===== src/design/lpfd_pkg.sv =====
// Shared types and constants for the length-prefixed frame deframer.
`timescale 1ns / 1ps

package lpfd_pkg;

  localparam logic [7:0]  PREAMBLE_BYTE    = 8'hFE;
  localparam logic [7:0]  END_BYTE         = 8'hFD;
  localparam logic [15:0] SIZE_LIMIT_RESET = 16'hFFFF;

  typedef enum logic [2:0] {
    PH_HUNT1   = 3'd0,
    PH_HUNT2   = 3'd1,
    PH_CMD     = 3'd2,
    PH_SIZE_HI = 3'd3,
    PH_SIZE_LO = 3'd4,
    PH_PAYLOAD = 3'd5,
    PH_END     = 3'd6
  } phase_t;

  typedef enum logic [1:0] {
    KIND_CMD  = 2'd0,
    KIND_DATA = 2'd1,
    KIND_GOOD = 2'd2,
    KIND_BAD  = 2'd3
  } kind_t;

  typedef struct packed {
    logic [7:0]  data;
    kind_t       kind;
    logic [15:0] size;
  } result_t;

  typedef struct packed {
    phase_t phase;
    logic   left_zero;
  } status_t;

endpackage


===== src/design/length_prefixed_frame_deframer.sv =====
// Top level of the length-prefixed frame deframer.
//
// The input channel (in_valid, in_ready, rx_byte) takes one received byte per
// transaction. The block hunts for two 0xFE bytes, then passes on the command
// byte and each payload byte as result transactions on the output channel
// (out_valid, out_ready, out_byte, item_kind, frame_size), and closes each
// frame with a good or bad verdict transaction. The receiver drops bad frames.
// The size limit register is written through cfg_write_en and cfg_write_data by
// the user, only while the block is idle; the block itself does not enforce it.
// A result is registered as the byte that causes it is accepted. One byte is
// accepted every cycle while in_ready is high; the state update and the result
// come from one pass of logic between the parser state and the output register.
// When the receiver stalls, an output register and a skid stage hold up to two
// results; in_ready falls only when both are full and rises again the cycle
// after one is taken.
// Reset puts the parser into the preamble hunt, sets the size limit to 65535
// and empties the output stages.
`timescale 1ns / 1ps

module length_prefixed_frame_deframer (
  input  logic        clk,
  input  logic        rst,
  input  logic        in_valid,
  output logic        in_ready,
  input  logic [7:0]  rx_byte,
  input  logic        cfg_write_en,
  input  logic [15:0] cfg_write_data,
  output logic        out_valid,
  input  logic        out_ready,
  output logic [7:0]  out_byte,
  output logic [1:0]  item_kind,
  output logic [15:0] frame_size
);
  import lpfd_pkg::*;

  logic    in_accept;
  logic    res_valid;
  result_t res;
  result_t head;
  status_t stat;

  assign in_accept = in_valid && in_ready;

  lpfd_parser u_parser (
    .clk           (clk),
    .rst           (rst),
    .in_accept     (in_accept),
    .rx_byte       (rx_byte),
    .cfg_write_en  (cfg_write_en),
    .cfg_write_data(cfg_write_data),
    .res_valid     (res_valid),
    .res           (res),
    .stat          (stat)
  );

  lpfd_out_queue u_out_queue (
    .clk      (clk),
    .rst      (rst),
    .push     (in_accept && res_valid),
    .push_data(res),
    .space    (in_ready),
    .out_valid(out_valid),
    .out_ready(out_ready),
    .out_data (head)
  );

  assign out_byte   = head.data;
  assign item_kind  = head.kind;
  assign frame_size = head.size;

  a_payload_count: assert property (@(posedge clk) disable iff (rst)
    stat.phase == PH_PAYLOAD |-> !stat.left_zero)
    else $error("payload phase with no bytes left");

  a_result_shown: assert property (@(posedge clk) disable iff (rst)
    in_accept && res_valid |=> out_valid)
    else $error("accepted result not presented on output");

  a_full_has_head: assert property (@(posedge clk) disable iff (rst)
    !in_ready |-> out_valid)
    else $error("input stalled while output register is empty");

endmodule


===== src/design/lpfd_parser.sv =====
// Frame parser state machine with the size limit register.
`timescale 1ns / 1ps

module lpfd_parser (
  input  logic              clk,
  input  logic              rst,
  input  logic              in_accept,
  input  logic [7:0]        rx_byte,
  input  logic              cfg_write_en,
  input  logic [15:0]       cfg_write_data,
  output logic              res_valid,
  output lpfd_pkg::result_t res,
  output lpfd_pkg::status_t stat
);
  import lpfd_pkg::*;

  phase_t      phase;
  phase_t      phase_next;
  logic [15:0] declared_size;
  logic [15:0] declared_size_next;
  logic [15:0] bytes_left;
  logic [15:0] bytes_left_next;
  logic [15:0] size_limit;
  logic [15:0] size_full;

  assign size_full = {declared_size[15:8], rx_byte};

  always_ff @(posedge clk) begin
    if (rst) begin
      phase         <= PH_HUNT1;
      declared_size <= '0;
      bytes_left    <= '0;
      size_limit    <= SIZE_LIMIT_RESET;
    end else begin
      if (in_accept) begin
        phase         <= phase_next;
        declared_size <= declared_size_next;
        bytes_left    <= bytes_left_next;
      end
      if (cfg_write_en) begin
        size_limit <= cfg_write_data;
      end
    end
  end

  always_comb begin
    phase_next         = phase;
    declared_size_next = declared_size;
    bytes_left_next    = bytes_left;
    case (phase)
      PH_HUNT2: begin
        phase_next = (rx_byte == PREAMBLE_BYTE) ? PH_CMD : PH_HUNT1;
      end
      PH_CMD: begin
        phase_next = PH_SIZE_HI;
      end
      PH_SIZE_HI: begin
        declared_size_next = {rx_byte, 8'h00};
        phase_next         = PH_SIZE_LO;
      end
      PH_SIZE_LO: begin
        declared_size_next = size_full;
        if (size_full > size_limit) begin
          phase_next      = PH_HUNT1;
          bytes_left_next = '0;
        end else begin
          bytes_left_next = size_full;
          phase_next      = (size_full == '0) ? PH_END : PH_PAYLOAD;
        end
      end
      PH_PAYLOAD: begin
        bytes_left_next = bytes_left - 16'd1;
        if (bytes_left == 16'd1) begin
          phase_next = PH_END;
        end
      end
      PH_END: begin
        phase_next = PH_HUNT1;
      end
      default: begin
        phase_next = (rx_byte == PREAMBLE_BYTE) ? PH_HUNT2 : PH_HUNT1;
      end
    endcase
  end

  always_comb begin
    res_valid = 1'b0;
    res.data  = '0;
    res.kind  = KIND_CMD;
    res.size  = '0;
    case (phase)
      PH_CMD: begin
        res_valid = 1'b1;
        res.data  = rx_byte;
      end
      PH_SIZE_LO: begin
        if (size_full > size_limit) begin
          res_valid = 1'b1;
          res.kind  = KIND_BAD;
          res.size  = size_full;
        end
      end
      PH_PAYLOAD: begin
        res_valid = 1'b1;
        res.data  = rx_byte;
        res.kind  = KIND_DATA;
        res.size  = declared_size;
      end
      PH_END: begin
        res_valid = 1'b1;
        res.kind  = (rx_byte == END_BYTE) ? KIND_GOOD : KIND_BAD;
        res.size  = declared_size;
      end
      default: begin
        res_valid = 1'b0;
      end
    endcase
  end

  assign stat.phase     = phase;
  assign stat.left_zero = (bytes_left == '0);

endmodule


===== src/design/lpfd_out_queue.sv =====
// Two-entry output register with skid stage for result transactions.
`timescale 1ns / 1ps

module lpfd_out_queue (
  input  logic              clk,
  input  logic              rst,
  input  logic              push,
  input  lpfd_pkg::result_t push_data,
  output logic              space,
  output logic              out_valid,
  input  logic              out_ready,
  output lpfd_pkg::result_t out_data
);
  import lpfd_pkg::*;

  result_t skid_data;
  logic    skid_valid;
  logic    pop;

  assign pop   = out_valid && out_ready;
  assign space = !skid_valid;

  always_ff @(posedge clk) begin
    if (rst) begin
      out_valid  <= 1'b0;
      skid_valid <= 1'b0;
    end else if (skid_valid) begin
      if (pop) begin
        skid_valid <= 1'b0;
      end
    end else if (push) begin
      if (!out_valid || pop) begin
        out_valid <= 1'b1;
      end else begin
        skid_valid <= 1'b1;
      end
    end else if (pop) begin
      out_valid <= 1'b0;
    end
  end

  always_ff @(posedge clk) begin
    if (skid_valid) begin
      if (pop) begin
        out_data <= skid_data;
      end
    end else if (push) begin
      if (!out_valid || pop) begin
        out_data <= push_data;
      end else begin
        skid_data <= push_data;
      end
    end
  end

endmodule

===== config.mk =====
export PLATFORM = sky130hd
export DESIGN_NAME = length_prefixed_frame_deframer
export DESIGN_NICKNAME = d
export VERILOG_FILES = /design/src/design/lpfd_pkg.sv /design/src/design/length_prefixed_frame_deframer.sv /design/src/design/lpfd_parser.sv /design/src/design/lpfd_out_queue.sv
export SDC_FILE = /design/constraint.sdc
export NUM_CORES = 1
export LEC_CHECK = 0
export ABC_CLOCK_PERIOD_IN_PS = 9000
export BUFFER_PORTS_ARGS = -buffer_cell sky130_fd_sc_hd__buf_2
export CAP_MARGIN = 20
export CORE_UTILIZATION = 62
export CTS_CLUSTER_DIAMETER = 40
export DETAILED_ROUTE_END_ITERATION = 10
export HOLD_SLACK_MARGIN = 0.03
export PLACE_DENSITY = 0.84
export SLEW_MARGIN = 40
export SYNTH_ARGS = -nofsm -noshare
export SYNTH_HDL_FRONTEND = slang
export SYNTH_SLANG_ARGS = --single-unit

===== constraint.sdc =====
create_clock -name clk -period 9 [get_ports clk]
set_input_delay 0 -clock clk [delete_from_list [all_inputs] [get_ports clk]]
set_output_delay 0 -clock clk [all_outputs]
set_load 0.02 [all_outputs]

# After elaboration in Yosys (flattened, before gate mapping)

Index checks and enable logic that the tools add are counted.
Widths: inputs -> output; s select.

Add/subtract/negate cells: 1
Order comparisons: 1
Eq/ne operators: 12
Multiplexer cells: 26
Bitwise operators: 3
Reduce and logical (&&, ||, !) cells: 21

Operators by type and width:

| operator              | number |
|---|---|
| $mux 26               | 4 |
| $pmux 16 s2           | 2 |
| $pmux 18 s3           | 1 |
| $mux 18               | 1 |
| $pmux 3 s6            | 1 |
| $eq 16x1->1 const B   | 1 |
| $eq 8x8->1 const B    | 2 |
| $gt 16x16->1          | 1 |
| $logic_not 16->1      | 1 |
| $mux 16               | 1 |
| $sub 16x1->16 const B | 1 |
| $reduce_and 3->1      | 4 |
| $mux 1                | 10 |
| $reduce_bool 2->1     | 5 |
| $eq 3x3->1 const B    | 3 |
| $mux 8                | 1 |
| $eq 3x2->1 const B    | 2 |
| $mux 3                | 2 |
| $reduce_and 2->1      | 3 |
| $mux 2                | 2 |
| $ne 2x2->1 const B    | 2 |
| $eq 3x1->1 const B    | 1 |
| $logic_and 1x1->1     | 3 |
| $not 1->1             | 3 |
| 6 further kinds       | 7 |

Register bits after elaboration: 105
Output and inout bits: 28
Logic and storage cells: 77

# Longest topological paths before layout

Word-level depth: 6
Mapped depth: 9
Gate-level depth less buffers: 8

# Hierarchy

From an unflattened synthesis, not the netlist that was laid out.

Cell total of the unflattened synthesis: 536
Area total of the unflattened synthesis: 5283.8 um^2

Modules (own cells, without submodules):

| module                         | instances | cells an instance | area an instance (um^2) |
|---|---|---|---|
| lpfd_parser                    | 1         | 440               | 3285.7 |
| lpfd_out_queue                 | 1         | 94                | 1985.7 |
| length_prefixed_frame_deframer | 1         | 2                 | 12.5 |

# Least setup slack after synthesis

OpenSTA, ideal clock, no wires.

Path type: register to register
Start: reg u_parser.declared_size[15]
End: reg u_out_queue.out_data[0] (netlist bit), enable pin
Library setup time: 424 ps
Data arrival time: 3207 ps
Required time: 8576 ps
Slack: 5369 ps
Stages on the path, launching flop included: 8
Buffers on the path: 1
Clock period less this slack: 3631 ps
Cell sequence: dfxtp_1 > ha_1 > nand4_2 > a2111o_1 > nand4_1 > buf_2 > nand3_1 > a32oi_1

Word-level cells in the longest chain between the ends: 6

Ends and longest elaborated chain:

| item                        | line                                 | source |
|---|---|---|
| start: declaration          | lpfd_parser.sv:19                    | `logic [15:0] declared_size;` |
| start signal: assignment    | lpfd_parser.sv:37                    | `declared_size <= declared_size_next;` |
| $gt 16x16->1                | lpfd_parser.sv:97                    | `if (size_full > size_limit) begin` |
| $mux 1                      | lpfd_parser.sv:97                    |  |
| $pmux 1 s2                  | lpfd_parser.sv:91                    | `case (phase)` |
| $logic_and 1x1->1           | length_prefixed_frame_deframer.sv:59 | `.push (in_accept && res_valid),` |
| $reduce_bool 2->1 (no line) | -                                    |  |
| $reduce_and 3->1 (no line)  | -                                    |  |
| end signal: assignment      | lpfd_out_queue.sv:45                 | `out_data <= skid_data;` |
| end signal: assignment      | lpfd_out_queue.sv:49                 | `out_data <= push_data;` |
| end: declaration            | lpfd_out_queue.sv:12                 | `output lpfd_pkg::result_t out_data` |

Every way passes these cells.
A chain may end at the register's enable or synchronous reset.

# Worst setup path after layout

Start: in rx_byte[0]
End: reg u_out_queue.skid_data[1] (netlist bit), enable pin

Word-level cells in the longest chain between the ends: 5

Ends and longest elaborated chain:

| item                       | line                                 | source |
|---|---|---|
| start: declaration         | length_prefixed_frame_deframer.sv:25 | `input logic [7:0] rx_byte,` |
| $gt 16x16->1               | lpfd_parser.sv:97                    |  |
| $mux 1                     | lpfd_parser.sv:97                    |  |
| $pmux 1 s2                 | lpfd_parser.sv:91                    |  |
| $logic_and 1x1->1          | length_prefixed_frame_deframer.sv:59 |  |
| $reduce_and 3->1 (no line) | -                                    |  |
| end signal: assignment     | lpfd_out_queue.sv:51                 | `skid_data <= push_data;` |
| end: declaration           | lpfd_out_queue.sv:16                 | `result_t skid_data;` |

Every way passes these cells.

==> metrics.txt <==
outcome=complete, no violations; number of synthesized flops with an enable pin=52; drt first-iter violations=about 400; Mapped Cells=around 520; Largest stage delay, worst path=~0.56 ns; Max-Cap Viols=0; first-pass GRT wire length=20,780 um; Residual DRC=0; RePlAce Congestion=roughly 0.9; core area=8175 um2; cts bufs inserted=9; Port Buffer Count=56; Clock Skew=about 0.007 ns; Main synth FF type=dfxtp_1; Slew @ Worst Pin=~0.84 ns; Rows=33; DP HPWL=between 8000 and 9000 um; PostCTS Resize Cnt=0; final cell count without fillers=just under 700; #FFs+latches synth=~110; Net Sw Frac=between 20% and 30%; Critical Path Fanout Max=18; routed wl met2=between 6000 and 7000 um; Reg power frac=60.8%; Pre-antenna DRT Iters=5; synthesized net count=roughly 570; setup TNS=0 ns; Clock Latency Late Sink=about 0.37 ns; Final Net Count=about 630; WL per Instance=18.87 um; clk buf depth=2; vias per cell=6.290; Critical Path End Type=flop; final setup vio count=0; Seq/Total Area, Yosys=between 50% and 60%; DRT Wirelength=~13,000 um; crit start category=input pin; antenna-violating nets left=0; CTS Sinks=roughly 110; Peak Freq=approximately 0.29 GHz; Hold Path Class=input pin to flop; largest net degree at the start of global routing=32; Slowest-stage cell, CP=nand4_1; Ports=57; global route overflow=0; CTS clk-pin slew, worst paths=0.10 ns; Critical Path RT=roughly 9.1 ns; Yosys cell types=between 50 and 60; maximum VDD drop=roughly 75 uV; Total GRT Usage=between 30% and 40%; yosys warns=0; H-tree depth=3; Die H=93.56 um; Clock power frac=33.2%; placed insts=between 600 and 700; n_diodes=0; met1 WL=around 5500 um; initial core utilization=a little under two thirds; met3 wire length=between 1000 and 1500 um; RSZ-0062 raised after global routing=false; vias in the first global route=around 4,100; TritonCTS clock tree=yes; Syn Area/Cell=10.03 um2; crit-path cells=dlygate4sd3_1 > buf_2 > inv_1 > ha_1 > nor2b_1 > o211ai_1 > a2111o_1 > nand4_1 > nand3_1 > a21oi_2 > buf_4; share of flip-flops with an asynchronous set or reset=0%; layout cells sized above 1=20.54%; Slew Limit Headroom=43.28%; setup repair bufs after CTS=0; root cell of the clock tree=clkbuf_8; max-slew violation count=0; internal power=0.0006253 W; crit share post-route=between 30% and 40%; Via Count=4,365; arrival time worst endpoint=3.49 ns; power per cell area=between 100 and 150 nW/um2; Hold Vio Cnt, Final=0; die width=93.56 um; Psw=about 0.00020 W; min Tclk post-route=3.421 ns; Mapped Area=between 5000 and 6000 um2; Lkg Pwr=2.406 nW; area grow syn2layout=14.52%; initial antenna violation count=0; critical path type=input pin to flop; highest metal used=met4; die area=about 8800 um2; Comb power frac=6.0%; Post-CTS Hold Buffers=21
[layout make-up]
type / instances / area (um2)
tap: 105 / 131.4
clock buffer: 10 / 127.6
sequential: 105 / 2623
timing repair buffer: 81 / 524.3
inverter: 27 / 103.9
fill: 585 / 2223
clock inverter: 6 / 51.30
multi-input combinational: 360 / 2391
[registers in the layout, summed over array words and instances, names as in the netlist]
| name | cells |
|---|---|
| u_out_queue.out_data | 26 |
| u_out_queue.out_valid | 1 |
| u_out_queue.skid_data | 26 |
| u_out_queue.skid_valid | 1 |
| u_parser.bytes_left | 16 |
| u_parser.declared_size | 16 |
| u_parser.phase | 3 |
| u_parser.size_limit | 16 |
[power by group through the flow]
stage	Clock (W)	Combinational [W]	Sequential, W
after floorplan	0	0.0000234	0.000513
after global placement	0	0.0000395	0.000513
after detailed placement	0	0.0000410	0.000513
after CTS	0.000275	0.0000479	0.000502
after global routing	0.000294	0.0000547	0.000503
final	0.000274	0.0000499	0.000503
[critical path: cells and delay by family]
kind            cells  cell delay (ns)
buf+inv             4             1.27
fa+ha+maj           1             0.22
simple gates        3             1.00
compound gates      3             0.98
[Yosys cell counts, types with 4 or more instances]
library cell / number / area share (%)
a21oi_1: 37 / 3.6
a22oi_1: 10 / 1.4
a31oi_1: 7 / 0.84
a32o_2: 8 / 1.7
and2_1: 10 / 1.2
buf_2: 4 / 0.39
clkbuf_1: 20 / 1.4
dfxtp_1: 53 / 20
edfxtp_1: 52 / 30
ha_1: 18 / 4.3
inv_1: 26 / 1.9
mux2_2: 9 / 1.9
mux2_4: 8 / 2.3
nand2_1: 60 / 4.3
nand2b_1: 5 / 0.60
nand3_1: 9 / 0.87
nand4_1: 7 / 0.84
nor2_1: 39 / 2.8
nor2b_1: 13 / 1.6
nor3_1: 11 / 1.1
nor3b_1: 6 / 0.87
nor4_1: 7 / 0.84
o211ai_1: 18 / 2.6
o21ai_0: 29 / 2.8
o22ai_1: 4 / 0.48
o41ai_1: 4 / 0.67
xor2_1: 4 / 0.67
[per-layer routing]
metal,global-route usage [%],up-vias
met5,0,-
met4,12.69,0
met3,5.772,42
met2,51.35,222
met1,41.01,2064
li1,-,2037
[layout by cell type, fill, tap and decap left out, types with 3 or more instances in the layout]
cell           synthesis  final
dlygate4sd3_1          0     21
xor2_1                 4      4
inv_1                 26     25
dfxtp_1               53     53
nand2_1               60     59
buf_4                  0      3
o41ai_1                4      4
clkbuf_8               0      9
buf_2                  4     56
o22ai_1                4      4
nand3_1                9      9
o21ai_0               29     29
nor3b_1                6      6
nor2_1                39     37
a31oi_1                7      7
nor3_1                11     11
edfxtp_1              52     52
nor2b_1               13     13
nor4_2                 3      3
mux2_4                 8      8
and2_1                10     10
nand4_1                7      7
a22oi_1               10     10
ha_1                  18     18
a21oi_1               37     36
mux2i_1                3      3
mux2_2                 9      9
and4_1                 3      3
clkinvlp_4             0      3
o211ai_1              18     18
nand2b_1               5      5
nor4_1                 7      7
a32o_2                 8      8
[stage by stage]
stage | cell area (um2) | total power [W] | util [%] | setup slack [ns] | hold WS (ns)
after CTS | 5941 | 0.0008248 | 72.67 | 5.639 | 0.08496
after global placement | 5533 | 0.0005527 | 67.68 | 5.686 | 0.2158
after global routing | 5952 | 0.0008520 | 72.80 | 5.410 | 0.1062
after detailed placement | 5552 | 0.0005544 | 67.91 | 5.718 | 0.2199
final | 5952 | 0.0008266 | 72.80 | 5.579 | 0.09851
after floorplan | 5197 | 0.0005364 | - | 5.369 | 0.1284
[path summary, 6_finish.rpt]
| check | slack (ns) | depth (start not counted) | to | start |
|---|---|---|---|---|
| hold / removal | 0.1 | 3 | u_parser.declared_size[1]$_SDFFE_PP0P_ | rx_byte[1] |
| hold reg to reg | 0.49 | 2 | u_parser.bytes_left[12]$_SDFFE_PP0P_ | u_parser.bytes_left[12]$_SDFFE_PP0P_ |
| setup reg to reg | 5.59 | 7 | u_out_queue.skid_data[1]$_DFFE_PP_ | u_parser.declared_size[13]$_SDFFE_PP0P_ |
| setup / recovery | 5.58 | 11 | u_out_queue.skid_data[1]$_DFFE_PP_ | rx_byte[0] |
[cells by family after synthesis]
group | synth area share [%]
and+or+nand+nor | 18.56
AOI/OAI and AO/OA | 17.00
DFF | 50.46
buffers and inverters | 3.972
muxes | 4.839
adders and majority gates | 4.333
xor gates and xnor gates | 0.8425
Note: power is estimated with default switching activity, not from simulation.
